<file path="config.mk">
export PLATFORM = sky130hd
export DESIGN_NAME = ats_tract_update
export DESIGN_NICKNAME = d
export VERILOG_FILES = /design/src/hw/rtl/ats_pkg.sv /design/src/hw/rtl/ats_tract_update.sv
export SDC_FILE = /design/constraint.sdc
export NUM_CORES = 1
export LEC_CHECK = 0
export BUFFER_PORTS_ARGS = -buffer_cell sky130_fd_sc_hd__buf_4
export CORE_MARGIN = 4
export CORE_UTILIZATION = 38
export DETAILED_ROUTE_END_ITERATION = 12
export GPL_TIMING_DRIVEN = 1
export PLACE_DENSITY = 0.73
export SYNTH_ARGS = -nofsm -noshare
export SYNTH_HDL_FRONTEND = slang
export SYNTH_SLANG_ARGS = --single-unit
</file>
<file path="constraint.sdc">
create_clock -name vclk -period 7.56
set_clock_uncertainty 0.2 [all_clocks]
set_input_delay 0.378 -clock vclk [all_inputs]
set_output_delay 0.378 -clock vclk [all_outputs]
set_load 0.1 [all_outputs]
</file>
<file path="src/hw/rtl/ats_pkg.sv">
// Package for the ancestry tract segmenter.
// Holds the beat structs, the per-sample tract entry, opcodes and constants.
// No dependencies.
package ats_pkg;

    localparam int unsigned SAMPLES_DEF = 256;
    localparam int unsigned SAMPLE_W    = 8;
    localparam int unsigned POS_W       = 32;
    localparam int unsigned LABEL_W     = 8;
    localparam int unsigned CHROM_W     = 8;

    localparam logic [1:0] OP_CONT  = 2'd0;
    localparam logic [1:0] OP_START = 2'd1;
    localparam logic [1:0] OP_FLUSH = 2'd2;

    localparam logic [LABEL_W-1:0] NO_LABEL = 8'hFF;

    typedef struct packed {
        logic [1:0]          op;
        logic [SAMPLE_W-1:0] sample;
        logic [POS_W-1:0]    pos;
        logic [LABEL_W-1:0]  anc_first;
        logic [LABEL_W-1:0]  anc_second;
        logic [CHROM_W-1:0]  chrom_id;
        logic                record_end;
    } t_in_beat;

    typedef struct packed {
        logic [SAMPLE_W-1:0] out_sample;
        logic [CHROM_W-1:0]  out_chrom;
        logic [POS_W-1:0]    start_pos;
        logic [POS_W-1:0]    end_pos;
        logic [LABEL_W-1:0]  out_anc_first;
        logic [LABEL_W-1:0]  out_anc_second;
    } t_out_beat;

    typedef struct packed {
        logic [LABEL_W-1:0] anc_first;
        logic [LABEL_W-1:0] anc_second;
        logic [POS_W-1:0]   start;
        logic [CHROM_W-1:0] chrom;
    } t_tract_entry;

    typedef struct packed {
        logic         emit;
        logic         wr_en;
        logic         last_wr;
        t_tract_entry wr_entry;
        t_out_beat    beat;
    } t_upd_res;

    localparam t_tract_entry ENTRY_RST = '{
        anc_first:  NO_LABEL,
        anc_second: NO_LABEL,
        start:      '0,
        chrom:      '0
    };

endpackage

</file>
<file path="src/hw/rtl/ats_tract_update.sv">
// Tract update logic: decides the emitted tract and the new entry for one beat.
// Purely combinational. Uses ats_pkg.
module ats_tract_update #(
    parameter int unsigned SAMPLES = 256
) (
    input  ats_pkg::t_in_beat     i_beat,
    input  ats_pkg::t_tract_entry i_entry,
    input  logic [31:0]           i_last_pos,
    output ats_pkg::t_upd_res     o_res
);
    import ats_pkg::*;

    logic              in_range;
    logic              held_open;
    logic              pair_chg;
    logic [POS_W-1:0]  delta;
    logic [POS_W-1:0]  mid;
    logic [POS_W-1:0]  end_pos;

    always_comb begin
        in_range  = (17'(i_beat.sample) < 17'(SAMPLES));
        held_open = (i_entry.anc_first != NO_LABEL) || (i_entry.anc_second != NO_LABEL);
        pair_chg  = (i_beat.anc_first != i_entry.anc_first)
                 || (i_beat.anc_second != i_entry.anc_second);
        delta     = i_beat.pos - i_last_pos;
        mid       = i_last_pos + {1'b0, delta[POS_W-1:1]};

        o_res          = '0;
        o_res.wr_entry = i_entry;
        end_pos        = i_last_pos;

        case (i_beat.op)
            OP_CONT: begin
                o_res.last_wr = i_beat.record_end;
                if (in_range && pair_chg) begin
                    o_res.emit                = 1'b1;
                    o_res.wr_en               = 1'b1;
                    end_pos                   = mid;
                    o_res.wr_entry.anc_first  = i_beat.anc_first;
                    o_res.wr_entry.anc_second = i_beat.anc_second;
                    o_res.wr_entry.start      = mid + 1'b1;
                end
            end
            OP_START: begin
                o_res.last_wr = i_beat.record_end;
                if (in_range) begin
                    o_res.emit                = held_open;
                    o_res.wr_en               = 1'b1;
                    end_pos                   = i_beat.pos - 1'b1;
                    o_res.wr_entry.anc_first  = i_beat.anc_first;
                    o_res.wr_entry.anc_second = i_beat.anc_second;
                    o_res.wr_entry.start      = i_beat.pos;
                    o_res.wr_entry.chrom      = i_beat.chrom_id;
                end
            end
            OP_FLUSH: begin
                if (in_range && held_open) begin
                    o_res.emit                = 1'b1;
                    o_res.wr_en               = 1'b1;
                    o_res.wr_entry.anc_first  = NO_LABEL;
                    o_res.wr_entry.anc_second = NO_LABEL;
                end
            end
            default: begin
            end
        endcase

        o_res.beat.out_sample     = i_beat.sample;
        o_res.beat.out_chrom      = i_entry.chrom;
        o_res.beat.start_pos      = i_entry.start;
        o_res.beat.end_pos        = end_pos;
        o_res.beat.out_anc_first  = i_entry.anc_first;
        o_res.beat.out_anc_second = i_entry.anc_second;
    end

endmodule

</file>
==> results of run 1 <==
-- metrics by stage --
step | std cells | area (sq um) | hold slack (ns)
after CTS | 1533 | 9190 | 0.557
after detailed placement | 1533 | 9190 | 0.557
after floorplan | 1109 | 7300 | 0.768
after global routing | 1533 | 9190 | 0.556
final | 1533 | 9190 | 0.556
after global placement | 1533 | 9190 | 0.557
-- worst max-delay path, delay by kind of cell --
family / cells / cell delay, ns
buffers and inverters: 2 / 0.44
adders and majority gates: 2 / 0.89
and+or+nand+nor: 7 / 2.07
xor gates and xnor gates: 2 / 0.17
AOI/OAI and AO/OA: 11 / 2.42
-- cells in the mapped netlist, types with 3 or more instances --
cell and count:
clkbuf_1 38, or2_2 6, and3_1 14, a22oi_1 32
mux2i_1 6, and2_1 7, xnor2_1 80, inv_1 60
a21o_1 31, or4_1 5, a21oi_1 102, nand4_1 17
o21ai_0 49, o22ai_1 66, or3_1 14, nor4_1 11
ha_1 65, a221o_1 3, o221ai_1 17, buf_4 65
nand3_1 17, o21a_1 8, xor2_1 40, o211ai_1 3
nor2_1 57, nor2_2 4, buf_2 7, a31oi_1 9
nand2b_1 7, o21bai_1 3, nor3_1 33, and4_1 3
o31ai_1 7, nor2b_1 10, o21ai_1 10, a221oi_1 6
a211oi_1 7, a211o_1 3, nand2_1 120
-- cells by family after synthesis --
kind of cell,synth area share (%)
AOI/OAI and AO/OA,35.7
and+or+nand+nor,24.6
buffers and inverters,12.8
xor gates and xnor gates,14.4
adders and majority gates,11.7
muxes,0.823
-- worst max-delay path by stage --
stage | end | slack [ns]
3_3_place_gp | o_res[135] | 0.80
5_1_grt | o_res[135] | 0.14
4_1_cts | o_res[135] | 0.70
3_5_place_dp | o_res[135] | 0.72
6_report | o_res[135] | 0.58
2_1_floorplan | o_res[130] | 0.18
-- layout make-up --
type | instances | area share (%)
Timing Repair Buffer | 306 | 25.0
Tap cell | 234 | 3.18
Inverter | 60 | 2.45
Multi-Input combinational cell | 933 | 69.4
-- report_power, final --
group          switching (uW)  internal [uW]
sequential                  0              0
combinational            1430            609
clock                       0              0
-- routing by layer --
| metal | vias to the layer above | wire length, um | GRT usage, % |
|---|---|---|---|
| met5 | - | 0 | 0 |
| met3 | 54 | 2480 | 2.92 |
| li1 | 4436 | - | - |
| met2 | 497 | 14700 | 45.7 |
| met4 | 0 | 815 | 6.07 |
| met1 | 4388 | 14300 | 39.0 |
==> run_results.csv, run 1 <==
group,metric,value,unit
hold_path,min_path_type,"in -> out",
cells_and_area,layout_commonest_cell,"buf_4",
floorplanning,core.rowCount,50,
grt,antenna_found_initial,0,
placed_design,post-place-ws,0.720,ns
worst_setup_path,path_cells,"buf_4 -> nand2b_1 -> fa_1 -> a21oi_1 -> o211ai_1 -> a21o_1 -> a21oi_1 -> o21ai_0 -> a21o_1 -> a21oi_1 -> xnor2_1 -> ha_1 -> nand2_4 -> o31ai_1 -> and3_1 -> o21ai_0 -> a211oi_2 -> nand4b_1 -> or4_4 -> or4b_4 -> nor3_4 -> xnor2_1 -> o21ai_1 -> buf_4",
grt,grt_pass1_wl,49300,um
worst_setup_path,cp_max_fo,9,
cells_and_area,fillers,1929,
hold_path,hp-start,"i_beat[57]",
worst_setup_path,worstSetupPathType,"in -> out",
job,maxCapViolations,0,
timing,fin_crit_sh,92.3,%
cells_and_area,nets,1523,
cells_and_area,fin_util,49.0,%
floorplanning,die_h,147,um
synth,synth.yosys.seq_area_share,0,%
timing,rsz0062_at_grt,"false",
synth,synth_area,7300,sq um
hold_path,min_path_cells,0,
timing,hold_violations,0,
route,routed_wl,32300,um
timing,fin_ws,0.583,ns
hold_path,holdPathEnd,"o_res[88]",
placed_design,hpwl,26000,um
synth,yosysWarnings,0,
power_and_ir_drop,ir_worst_vdd,0.0939,mV
cells_and_area,seq_cell_count,0,
synth,synth_area_per_cell,6.58,sq um
synth,syn-instance-count,1109,
route,vias,9375,
floorplanning,start_util,38.9,%
power_and_ir_drop,p_per_area,222,nW/um^2
cells_and_area,multi_input_area,6380,sq um
floorplanning,die_w,147,um
clock_tree,post_cts_buffers,0,
power_and_ir_drop,p_leak,0.00428,uW
synth,yosysTopAreaCell,"ha_1",
cells_and_area,antenna_cells,0,
synth,yosys-top-cells-area,"ha_1, xnor2_1, a21oi_1",
worst_setup_path,cp_common_cell,"a21oi_1",
worst_setup_path,cp_data_required_time,6.98,ns
grt,grt_overflow_total,0,
cells_and_area,clkbuf_count,0,
placed_design,port_buffers,294,
grt,grt_pass1_vias,8663,
synth,yosys.area.top_type_share,11.1,%
timing,setup_violations,0,
synth,synthesis.nets,1331,
worst_setup_path,cpPeakStageDelay,0.63,ns
power_and_ir_drop,p_total,2040,uW
floorplanning,pin_count,310,
route,firstDrtPassIters,5,
route,ant_nets,0,
route,vias_per_cell,6.12,
timing,timing.setup.tns,0,ns
worst_setup_path,startpoint_type,"input port",
timing,fmaxAchievable,0.143,GHz
cells_and_area,seq_area,0,sq um
route,routedWlPerCell,21.1,um
floorplanning,die_area,21500,sq um
worst_setup_path,arrival,6.40,ns
synth,yosysUniqueCellTypes,93,
timing,drv_slew,0,
cells_and_area,final_cell_mix,"buf_4, nand2_1, a21oi_1",
grt,grt_max_degree,59,
status,status,"complete, no violations",
timing,tightest_slew,1.34,ns
worst_setup_path,slowest_stage,"or4b_4",
route,dr.first_iter.drc_count,769,
clock_tree,cts_resized,0,
floorplanning,core,18800,sq um
grt,track_usage,27.7,%
placed_design,place_congestion,0.963,
worst_setup_path,cp-startpoint,"i_beat[25]",
cells_and_area,syn_to_final_growth,26.0,%
cells_and_area,layout-drive-gt1-share,26.9,%
worst_setup_path,critPathCaptureType,"primary output",
timing,period_minus_slack,6.98,ns
route,drc,0,
clock_tree,cts_hold_buf,0,
timing,relSlewSlack,9.96,%
No activity file was read; power rests on OpenSTA's default activity.
==> run 2: changes to the inputs <==
==> constraint.sdc (replaced) <==
create_clock -name vclk -period 7.84
set_clock_uncertainty 0.2 [all_clocks]
set_input_delay 0.392 -clock vclk [all_inputs]
set_output_delay 0.392 -clock vclk [all_outputs]
set_load 0.1 [all_outputs]
==> run_results.csv, run 2 (same netlist as run 1, synthesis figures left out) <==
group,metric,value,unit
status,status,"complete, no violations",
worst_setup_path,critPathCaptureType,"primary output",
cells_and_area,antenna_cells,0,
worst_setup_path,cp_data_required_time,7.25,ns
placed_design,post-place-ws,0.864,ns
route,vias,9342,
power_and_ir_drop,p_total,1960,uW
hold_path,holdPathEnd,"o_res[88]",
timing,hold_violations,0,
power_and_ir_drop,p_leak,0.00427,uW
hold_path,min_path_cells,0,
timing,drv_slew,0,
worst_setup_path,arrival,6.50,ns
placed_design,place_congestion,0.960,
floorplanning,core.rowCount,50,
cells_and_area,seq_area,0,sq um
placed_design,port_buffers,294,
placed_design,hpwl,26000,um
power_and_ir_drop,p_per_area,214,nW/um^2
worst_setup_path,cpPeakStageDelay,0.63,ns
hold_path,min_path_type,"in -> out",
timing,tightest_slew,1.22,ns
timing,rsz0062_at_grt,"false",
grt,grt_overflow_total,0,
floorplanning,pin_count,310,
cells_and_area,layout-drive-gt1-share,26.8,%
floorplanning,die_h,147,um
route,routed_wl,32200,um
floorplanning,start_util,38.9,%
hold_path,hp-start,"i_beat[57]",
grt,grt_pass1_vias,8586,
cells_and_area,final_cell_mix,"buf_4, nand2_1, a21oi_1",
cells_and_area,seq_cell_count,0,
cells_and_area,layout_commonest_cell,"buf_4",
clock_tree,cts_resized,0,
route,drc,0,
timing,setup_violations,0,
timing,timing.setup.tns,0,ns
clock_tree,cts_hold_buf,0,
clock_tree,post_cts_buffers,0,
worst_setup_path,slowest_stage,"or4b_4",
floorplanning,core,18800,sq um
placed_design,post_dp_cell_area,9180,sq um
timing,fin_crit_sh,90.4,%
timing,relSlewSlack,17.8,%
grt,track_usage,27.7,%
grt,grt_pass1_wl,49200,um
worst_setup_path,path_delay_family,"compound AO/OA/AOI/OAI gates",
floorplanning,die_area,21500,sq um
grt,antenna_found_initial,0,
timing,fmaxAchievable,0.141,GHz
job,maxCapViolations,0,
route,ant_nets,0,
worst_setup_path,worstSetupPathType,"in -> out",
cells_and_area,nets,1522,
worst_setup_path,startpoint_type,"input port",
cells_and_area,clkbuf_count,0,
worst_setup_path,cp_max_fo,8,
route,dr.first_iter.drc_count,890,
timing,period_minus_slack,7.09,ns
cells_and_area,fin_area,9180,sq um
floorplanning,die_w,147,um
route,routedWlPerCell,21.0,um
timing,fin_ws,0.752,ns
route,firstDrtPassIters,6,
route,vias_per_cell,6.10,
grt,grt_max_degree,59,
power_and_ir_drop,ir_worst_vdd,0.122,mV
cells_and_area,fillers,1937,
cells_and_area,syn_to_final_growth,25.8,%
worst_setup_path,cp_common_cell,"a21oi_1",
worst_setup_path,path_cells,"buf_4 -> inv_1 -> ha_1 -> a21o_1 -> a21oi_1 -> o211ai_1 -> a31oi_1 -> o21bai_1 -> a21oi_1 -> o21bai_1 -> a21oi_1 -> xnor2_1 -> ha_1 -> a21oi_2 -> o21ai_0 -> o2111a_1 -> a211oi_2 -> nand4b_1 -> or4_4 -> or4b_4 -> nor2_2 -> xnor2_1 -> o21ai_1 -> buf_4",
worst_setup_path,cp_num_buf_inv,3,
-- run 2: worst max path at each step --
stage | startpoint | end | slack (ns) | cells after the start
2_1_floorplan | i_last_pos[1] | o_res[130] | 0.43 | 22
3_3_place_gp | i_last_pos[1] | o_res[135] | 0.96 | 24
3_5_place_dp | i_last_pos[1] | o_res[131] | 0.86 | 24
4_1_cts | i_last_pos[1] | o_res[131] | 0.85 | 24
5_1_grt | i_last_pos[1] | o_res[135] | 0.23 | 24
6_report | i_last_pos[1] | o_res[131] | 0.75 | 24
-- run 2: per-stage QoR --
step | utilization, % | cells | hold slack (ns)
2_1_floorplan | - | 1109 | 0.796
3_3_place_gp | 48.9 | 1532 | 0.585
3_5_place_dp | 48.9 | 1532 | 0.585
4_1_cts | 48.9 | 1532 | 0.585
5_1_grt | 48.9 | 1532 | 0.584
6_report | 48.9 | 1532 | 0.584
-- run 2: routing by layer --
metal | global-route usage, % | part of all wire (%) | vias up
li1 | - | - | 4428
met1 | 38.6 | 43 | 4356
met2 | 46.1 | 46 | 496
met3 | 3.41 | 8.7 | 62
met4 | 5.50 | 2.5 | 0
met5 | 0 | 0 | -
-- run 2: cell type report --
type               count  area (sq um)  share of cell area (%)
repair buffers       305          2290                    24.9
multi-input cells    933          6370                    69.4
well taps            234           293                    3.19
inverters             60           225                    2.45
-- run 2: power breakdown --
| group | internal [uW] | switching [uW] | total, uW |
|---|---|---|---|
| combinational | 586 | 1380 | 1960 |
| sequential | 0 | 0 | 0 |
| clock | 0 | 0 | 0 |
==> run 3: changes to the inputs <==
==> constraint.sdc (replaced) <==
create_clock -name vclk -period 7.9
set_clock_uncertainty 0.2 [all_clocks]
set_input_delay 0.395 -clock vclk [all_inputs]
set_output_delay 0.395 -clock vclk [all_outputs]
set_load 0.1 [all_outputs]
==> run_results.csv, run 3 (same netlist as run 1, synthesis figures left out) <==
group,metric,value,unit
worst_setup_path,slowest_stage,"or4b_4",
cells_and_area,layout-drive-gt1-share,26.8,%
worst_setup_path,cp-startpoint,"i_last_pos[1]",
power_and_ir_drop,p_per_area,212,nW/um^2
route,routed_wl,32400,um
route,firstDrtPassIters,7,
worst_setup_path,worstSetupPathType,"in -> out",
job,maxCapViolations,0,
floorplanning,core,18800,sq um
timing,setup_violations,0,
worst_setup_path,critPathCaptureType,"primary output",
cells_and_area,clkbuf_count,0,
placed_design,port_buffers,294,
worst_setup_path,cp_data_required_time,7.30,ns
clock_tree,post_cts_buffers,0,
timing,fin_ws,0.642,ns
cells_and_area,antenna_cells,0,
cells_and_area,seq_area,0,sq um
status,status,"complete, no violations",
floorplanning,die_area,21500,sq um
grt,grt_pass1_vias,8775,
cells_and_area,layout_commonest_cell,"buf_4",
placed_design,post-place-ws,0.825,ns
placed_design,hpwl,25800,um
route,vias_per_cell,6.12,
grt,grt_max_degree,59,
timing,tightest_slew,1.24,ns
worst_setup_path,startpoint_type,"input port",
clock_tree,cts_resized,0,
floorplanning,die_w,147,um
grt,track_usage,27.7,%
cells_and_area,fin_area,9180,sq um
floorplanning,start_util,38.9,%
placed_design,post_dp_cell_area,9180,sq um
clock_tree,cts_hold_buf,0,
hold_path,hp-start,"i_beat[57]",
worst_setup_path,cp_max_fo,8,
grt,grt_pass1_wl,49300,um
grt,antenna_found_initial,0,
floorplanning,pin_count,310,
timing,hold_violations,0,
timing,fmaxAchievable,0.138,GHz
cells_and_area,seq_cell_count,0,
power_and_ir_drop,ir_worst_vdd,0.0914,mV
cells_and_area,final_cell_mix,"buf_4, nand2_1, a21oi_1",
hold_path,holdPathEnd,"o_res[88]",
cells_and_area,nets,1522,
timing,relSlewSlack,16.8,%
timing,fin_crit_sh,91.9,%
route,dr.first_iter.drc_count,817,
floorplanning,die_h,147,um
placed_design,place_congestion,0.931,
floorplanning,core.rowCount,50,
route,ant_nets,0,
timing,timing.setup.tns,0,ns
timing,period_minus_slack,7.26,ns
route,drc,0,
worst_setup_path,cp_common_cell,"a21oi_1",
route,vias,9382,
grt,grt_overflow_total,0,
hold_path,min_path_cells,0,
cells_and_area,syn_to_final_growth,25.8,%
power_and_ir_drop,p_leak,0.00427,uW
worst_setup_path,cpPeakStageDelay,0.62,ns
timing,drv_slew,0,
route,routedWlPerCell,21.1,um
timing,rsz0062_at_grt,"false",
worst_setup_path,path_cells,"buf_4 -> inv_1 -> ha_1 -> a21o_1 -> a21oi_1 -> o211ai_1 -> a31oi_1 -> o21bai_1 -> a21oi_1 -> o21bai_1 -> a21oi_1 -> xnor2_1 -> ha_1 -> a21oi_2 -> o21ai_0 -> or2_4 -> a31oi_1 -> xor2_1 -> or4_4 -> or4b_4 -> nor2_2 -> xnor2_1 -> o21ai_1 -> buf_4",
worst_setup_path,arrival,6.66,ns
hold_path,min_path_type,"in -> out",
-- run 3: cell counts in the layout (fill, tap and decap cells not counted) --
No cell type changed its count.
-- run 3: layout make-up --
class	count	area, sq um
inverter	60	225
fill	1943	9590
tap	234	293
multi-input combinational	933	6370
timing repair buffer	305	2290
-- run 3: power by group --
part	internal, uW	leakage, uW	switching, uW
clock	0	0	0
combinational	582	0.00427	1370
sequential	0	0	0
-- run 3: worst max path at each step --
stage / to / slack (ns) / cells past startpoint
floorplan: o_res[130] / 0.48 / 22
CTS: o_res[131] / 0.81 / 24
global route: o_res[131] / 0.30 / 24
detailed placement: o_res[131] / 0.82 / 24
global placement: o_res[135] / 1.01 / 24
finish: o_res[131] / 0.64 / 24
-- run 3: critical path: cells and delay by family --
| family | cells | cell delay, ns |
|---|---|---|
| and+or+nand+nor | 4 | 1.64 |
| buffers and inverters | 3 | 0.59 |
| AOI/OAI and AO/OA | 12 | 2.98 |
| xor gates and xnor gates | 3 | 0.38 |
| adders and majority gates | 2 | 0.64 |
-- run 3: through the flow --
stage / power, uW / hold slack (ns) / utilization (%) / instances
2_1_floorplan: 1510 / 0.802 / - / 1109
3_3_place_gp: 1920 / 0.591 / 48.9 / 1532
3_5_place_dp: 1920 / 0.591 / 48.9 / 1532
4_1_cts: 1930 / 0.591 / 48.9 / 1532
5_1_grt: 2060 / 0.590 / 48.9 / 1532
6_report: 1950 / 0.590 / 48.9 / 1532
-- run 3: per-layer routing --
layer  wire [um]  vias to the layer above  track usage, %  share of wire [%]
li1            -                     4438               -                  -
met1       14000                     4403            38.0                 43
met3        2570                       61            3.54                7.9
met4         918                        0            7.76                2.8
met2       14900                      480            45.6                 46
met5           0                        -               0                  0
